<file path="src/rtl/asd_pkg.sv">
// Package with the shared constants, segment table and digit helpers of the speed display.
package asd_pkg;

    localparam int SAMPLE_BITS      = 10;
    // The mean is taken with a shift, so this stays a power of two.
    localparam int SAMPLES_PER_MEAN = 8;
    localparam int COUNT_BITS       = $clog2(SAMPLES_PER_MEAN);
    localparam int SUM_BITS         = SAMPLE_BITS + COUNT_BITS;
    localparam int SPEED_BITS       = 7;
    localparam int SEG_BITS         = 7;
    localparam int PROD_BITS        = SAMPLE_BITS + SPEED_BITS + 1;
    localparam int QUOT_BITS        = PROD_BITS - SAMPLE_BITS;

    localparam logic [SAMPLE_BITS-1:0] SAMPLE_MAX  = {SAMPLE_BITS{1'b1}};
    localparam logic [SAMPLE_BITS-1:0] SAMPLE_HALF = SAMPLE_MAX >> 1;
    localparam logic [COUNT_BITS-1:0]  COUNT_LAST  = COUNT_BITS'(SAMPLES_PER_MEAN - 1);
    localparam logic [SPEED_BITS-1:0]  SPEED_LIMIT = 7'd99;
    localparam logic [SPEED_BITS-1:0]  FULL_SCALE_RESET = 7'd50;

    localparam logic CMD_SAMPLE = 1'b0;
    localparam logic CMD_TICK   = 1'b1;

    typedef logic [SEG_BITS-1:0] t_seg;

    localparam t_seg SEG_CODES [10] = '{
        7'h77, 7'h41, 7'h3B, 7'h6B, 7'h4D, 7'h6E, 7'h7E, 7'h43, 7'h7F, 7'h4F
    };

    // Tens digit of a value below 100, by multiplying with 205/2048.
    function automatic logic [3:0] digit_tens(input logic [SPEED_BITS-1:0] v);
        logic [14:0] p;
        p = 15'(v) * 15'd205;
        return p[14:11];
    endfunction

    function automatic logic [3:0] digit_units(input logic [SPEED_BITS-1:0] v);
        logic [SPEED_BITS-1:0] t;
        logic [SPEED_BITS-1:0] u;
        t = SPEED_BITS'(digit_tens(v));
        u = v - SPEED_BITS'(t * 7'd10);
        return u[3:0];
    endfunction

endpackage

</file>
<file path="src/rtl/asd_scale.sv">
// Scales a mean reading to a rounded speed: (mean*full_scale + half) / max, capped at 99.
module asd_scale
    import asd_pkg::*;
(
    input  logic [SAMPLE_BITS-1:0] i_mean,
    input  logic [SPEED_BITS-1:0]  i_full_scale,
    output logic [SPEED_BITS-1:0]  o_speed
);

    logic [PROD_BITS-1:0]   prod;
    logic [QUOT_BITS-1:0]   q0;
    logic [SAMPLE_BITS:0]   rem;
    logic [QUOT_BITS-1:0]   quot;

    // Division by 2^n - 1: the quotient estimate x >> n leaves a remainder of
    // (x mod 2^n) + estimate, which is below twice the divisor, so one
    // compare fixes it.
    always_comb begin
        prod = PROD_BITS'(i_mean) * PROD_BITS'(i_full_scale) + PROD_BITS'(SAMPLE_HALF);
        q0   = prod[PROD_BITS-1:SAMPLE_BITS];
        rem  = {1'b0, prod[SAMPLE_BITS-1:0]} + (SAMPLE_BITS+1)'(q0);
        quot = (rem >= {1'b0, SAMPLE_MAX}) ? q0 + 1'b1 : q0;
        if (quot > QUOT_BITS'(SPEED_LIMIT)) begin
            o_speed = SPEED_LIMIT;
        end else begin
            o_speed = quot[SPEED_BITS-1:0];
        end
    end

endmodule

</file>
<file path="config.mk">
export PLATFORM = sky130hd
export DESIGN_NAME = asd_scale
export DESIGN_NICKNAME = d
export VERILOG_FILES = /design/src/rtl/asd_pkg.sv /design/src/rtl/asd_scale.sv
export SDC_FILE = /design/constraint.sdc
export NUM_CORES = 1
export LEC_CHECK = 0
export BUFFER_PORTS_ARGS = -buffer_cell sky130_fd_sc_hd__buf_4
export CAP_MARGIN = 40
export CORE_MARGIN = 2
export CORE_UTILIZATION = 45
export DETAILED_ROUTE_END_ITERATION = 6
export GPL_ROUTABILITY_DRIVEN = 0
export PLACE_DENSITY = 0.68
export SYNTH_ARGS = -nofsm -noshare
export SYNTH_HDL_FRONTEND = slang
export SYNTH_SLANG_ARGS = --single-unit
export TNS_END_PERCENT = 5
</file>
<file path="constraint.sdc">
create_clock -name vclk -period 25.1
set_clock_uncertainty 0.1 [all_clocks]
set_input_delay 3.765 -clock vclk [all_inputs]
set_output_delay 3.765 -clock vclk [all_outputs]
set_load 0.02 [all_outputs]
</file>
# Word-level counts from Yosys, hierarchy flattened

Cells that the tools add are included.

Output and inout bits: 7
Word-level logic and storage cells: 8
Memories kept: 0
Bits in registers: 0
Bits in read-only memories: 0
Latch bits: 0
RAM bits: 0

Bitwise gates (word level): 0
Equal/unequal tests: 0
Order comparisons: 2
$add $sub $neg: 3
Reductions and logical operators: 0
Mux-type cells: 2
Divide/modulo/power cells: 0
Multipliers: 1
Shifts and indexed selects: 0

Operator list:

| cell                    | number |
|---|---|
| $add A17 B9 Y18 const B | 1 |
| $mul A10 B7 Y17         | 1 |
| $add A10 B8 Y11         | 1 |
| $ge A11 B10 Y1 const B  | 1 |
| $add A8 B1 Y8 const B   | 1 |
| $gt A8 B7 Y1 const B    | 1 |
| $mux W8                 | 1 |
| $mux W7                 | 1 |

# Depth between registers and ports, before layout

Depth after elaboration: 7
Depth in mapped cells: 30
Mapped depth without buffers: 28

# Least setup slack after synthesis

No wires, ideal clock.

Path kind: input -> output
Start point: input i_full_scale[5]
End point: output o_speed[4]
Data required time: 21.235 ns
Cell stages on the path: 28
Path slack: 10.747 ns
Arrival time: 10.488 ns
Cell sequence: clkbuf_1 > and2_1 > fa_1 > fa_1 > fa_1 > inv_1 > fa_1 > inv_1 > ha_1 > buf_2 > a21oi_1 > o21ai_0 > and2_1 > o31a_1 > o21a_1 > o21ai_0 > nand2b_1 > a21oi_1 > xnor2_1 > ha_1 > xnor2_1 > o2111ai_1 > a21oi_1 > o21ai_1 > o31a_1 > or4b_1 > xnor2_1 > a211oi_1

Word-level cells in the longest chain between the ends: 7

RTL lines:

| element           | RTL line        | RTL |
|---|---|---|
| from (decl)       | asd_scale.sv:6  | `input logic [SPEED_BITS-1:0] i_full_scale,` |
| $mul A10 B7 Y17 * | asd_scale.sv:19 | `prod = PROD_BITS'(i_mean) * PROD_BITS'(i_full_scale) + PROD_BITS'(SAMPLE_HALF);` |
| $add A17 B9 Y18 * | asd_scale.sv:19 |  |
| $add A10 B8 Y11   | asd_scale.sv:21 | `rem = {1'b0, prod[SAMPLE_BITS-1:0]} + (SAMPLE_BITS+1)'(q0);` |
| $ge A11 B10 Y1    | asd_scale.sv:22 | `quot = (rem >= {1'b0, SAMPLE_MAX}) ? q0 + 1'b1 : q0;` |
| $mux W8 *         | asd_scale.sv:22 |  |
| $gt A8 B7 Y1      | asd_scale.sv:23 | `if (quot > QUOT_BITS'(SPEED_LIMIT)) begin` |
| $mux W7 *         | asd_scale.sv:23 |  |
| to (decl)         | asd_scale.sv:7  | `output logic [SPEED_BITS-1:0] o_speed` |

Every way passes the cells marked *; elsewhere a longest branch is shown, timed or not.

# Worst setup path in the final report

Start point: input i_mean[4]
End point: output o_speed[4]

Word-level cells in the longest chain between the ends: 7

RTL lines:

| element           | RTL line        | RTL |
|---|---|---|
| from (decl)       | asd_scale.sv:5  | `input logic [SAMPLE_BITS-1:0] i_mean,` |
| $mul A10 B7 Y17 * | asd_scale.sv:19 |  |
| $add A17 B9 Y18 * | asd_scale.sv:19 |  |
| $add A10 B8 Y11   | asd_scale.sv:21 |  |
| $ge A11 B10 Y1    | asd_scale.sv:22 |  |
| $mux W8 *         | asd_scale.sv:22 |  |
| $gt A8 B7 Y1      | asd_scale.sv:23 |  |
| $mux W7 *         | asd_scale.sv:23 |  |

Marks and branches as above.

==> flow_summary.toml <==
[status]
status = "finished, final reports clean"

[synth]
syn_avg_cell_area_um2 = 8.56
syn_area_um2 = 3210
syn-num-nets = 485
synth_top_cell_by_area = "fa_1"
synth_area_leaders = "fa_1 28%, ha_1 19%, and2_1 11%"
yosysSeqAreaShare_pct = 0
ys_types = 49
netlist_instances = 375
synth_top_cell_area_share_pct = 28.0
synth-warning-count = 0

[grt]
antenna_found_initial = 0
overflow = 0
grt_first_pass_wirelength_mm = 11.7
grt_max_degree = 11
grt_pass1_vias = 2620
grt_usage_pct = 18.0

[drt]
drt_iter0_drc = 88
via_count = 2640
dr_wl_met3_um = 32
met2_length_mm = 3.47
antenna_left = 0
drt_pre_antenna_iters = 4
drc = 0
routedWlPerCell_um = 13.4
topRoutingLayerUsed = "met3"
routed_wl_mm = 6.61
met1_length_mm = 3.11
via_per_inst = 5.37

[setup_path]
max_stage_delay_ps = 600
critical_path_buf_inv_count = 4
start_kind = "input pin"
crit_required_ps = 21240
cpLargestDelayFamily = "adder cells"
critical_path_class = "in -> out"
worstPathMaxFanout = 7
crit_path_frequent_cell = "fa_1"
crit_slowest_cell = "a211oi_1"
cp.arrival_ps = 11000
end_kind = "primary output"

[cells_and_area]
register_area_um2 = 0
nFillCells = 701
fin_nets = 508
area_growth_pct = 8.96
diodes = 0
n_clock_buffer = 0
layout-drive-gt1-share_pct = 9.85
design.seq.count = 0
multiInputGateArea_um2 = 2970

[timing]
drv_slew = 0
finalCritPeriodShare_pct = 59.2
setup_tns_ps = 0
whs_ps = 8680
setup_violations = 0
worst-slew-pin-transition_ps = 682
min_period_ps = 14870
hold_viol = 0
slew_headroom_pct = 54.2
rsz0062_at_grt = "no"
fmax_ghz = 0.0673

[floorplan]
rows = 30
core_um2 = 6870
start_util_pct = 46.8
die_w_um = 88.5
dieArea_um2 = 7830
io_pins = 24
fp.dieH_um = 88.5

[clock_network]
cts_hold_buffers = 0
post_cts_resize_count = 0
cts_setup_buffers = 0

[worst_hold_path]
hold_path.class = "in -> out"

[placement]
hpwl_mm = 5.85
io_buffers = 24

[run]
drv_cap = 0
==> metrics by stage <==
| step | util, % | area (um^2) | worst slack, ps | cells |
|---|---|---|---|---|
| 3_5_place_dp | 50.9 | 3500 | 10290 | 492 |
| 3_3_place_gp | 50.9 | 3500 | 10350 | 492 |
| 2_1_floorplan | - | 3210 | 10750 | 375 |
| 4_1_cts | 50.9 | 3500 | 10270 | 492 |
| 6_report | 50.9 | 3500 | 10230 | 492 |
| 5_1_grt | 50.9 | 3500 | 9780 | 492 |
==> per-layer routing <==
metal	global-route usage [%]	vias to the layer above
met5	0	-
met4	0	0
met3	0	0
met2	33.2	15
met1	25.6	1322
li1	-	1303
==> cell usage in the layout, fill, tap and decap left out, types with 2 or more instances in the layout <==
cell type and count:
o31a_1 2, nand2_1 30, a21oi_1 18, or3_1 2, xor2_1 6, nor2_1 6, inv_1 60, and2_1 55
nand4_1 5, a211o_1 2, a21o_1 6, a211oi_1 4, nand3_1 4, fa_1 45, o21bai_1 2, ha_1 48
buf_4 24, and3_2 2, o21a_1 4, nor3_1 3, o211ai_1 7, nand2b_1 2, a2111oi_0 2, a31o_2 2
o2111ai_1 2, xnor2_1 21, a31oi_1 5, o21ai_0 7
==> Yosys cell counts, types with 6 or more instances <==
master	instances
inv_1	60
and2_1	55
ha_1	48
fa_1	45
nand2_1	30
xnor2_1	21
a21oi_1	18
o211ai_1	7
o21ai_0	7
a21o_1	6
nor2_1	6
xor2_1	6
==> cell families after synthesis <==
| kind of cell | after synthesis | share of synthesized area (%) |
|---|---|---|
| AOI/OAI and AO/OA | 73 | 17.0 |
| xor gates and xnor gates | 28 | 8.22 |
| adders and majority gates | 94 | 47.1 |
| buffers and inverters | 63 | 7.40 |
| and+or+nand+nor | 116 | 20.0 |
| muxes | 1 | 0.312 |
==> path summary, 6_finish.rpt <==
check | from | cells after the start | slack, ps | to
setup / recovery | i_mean[4] | 27 | 10230 | o_speed[4]
hold / removal | i_mean[9] | 9 | 8680 | o_speed[6]
==> cell type report <==
type	count	area share, %
inverter	60	6.44
multi-input combinational	312	85.0
tap	96	3.43
timing repair buffer	24	5.15
Power is not shown: default switching activity piles up to over one toggle a cycle in this logic, so the estimate is an artifact.
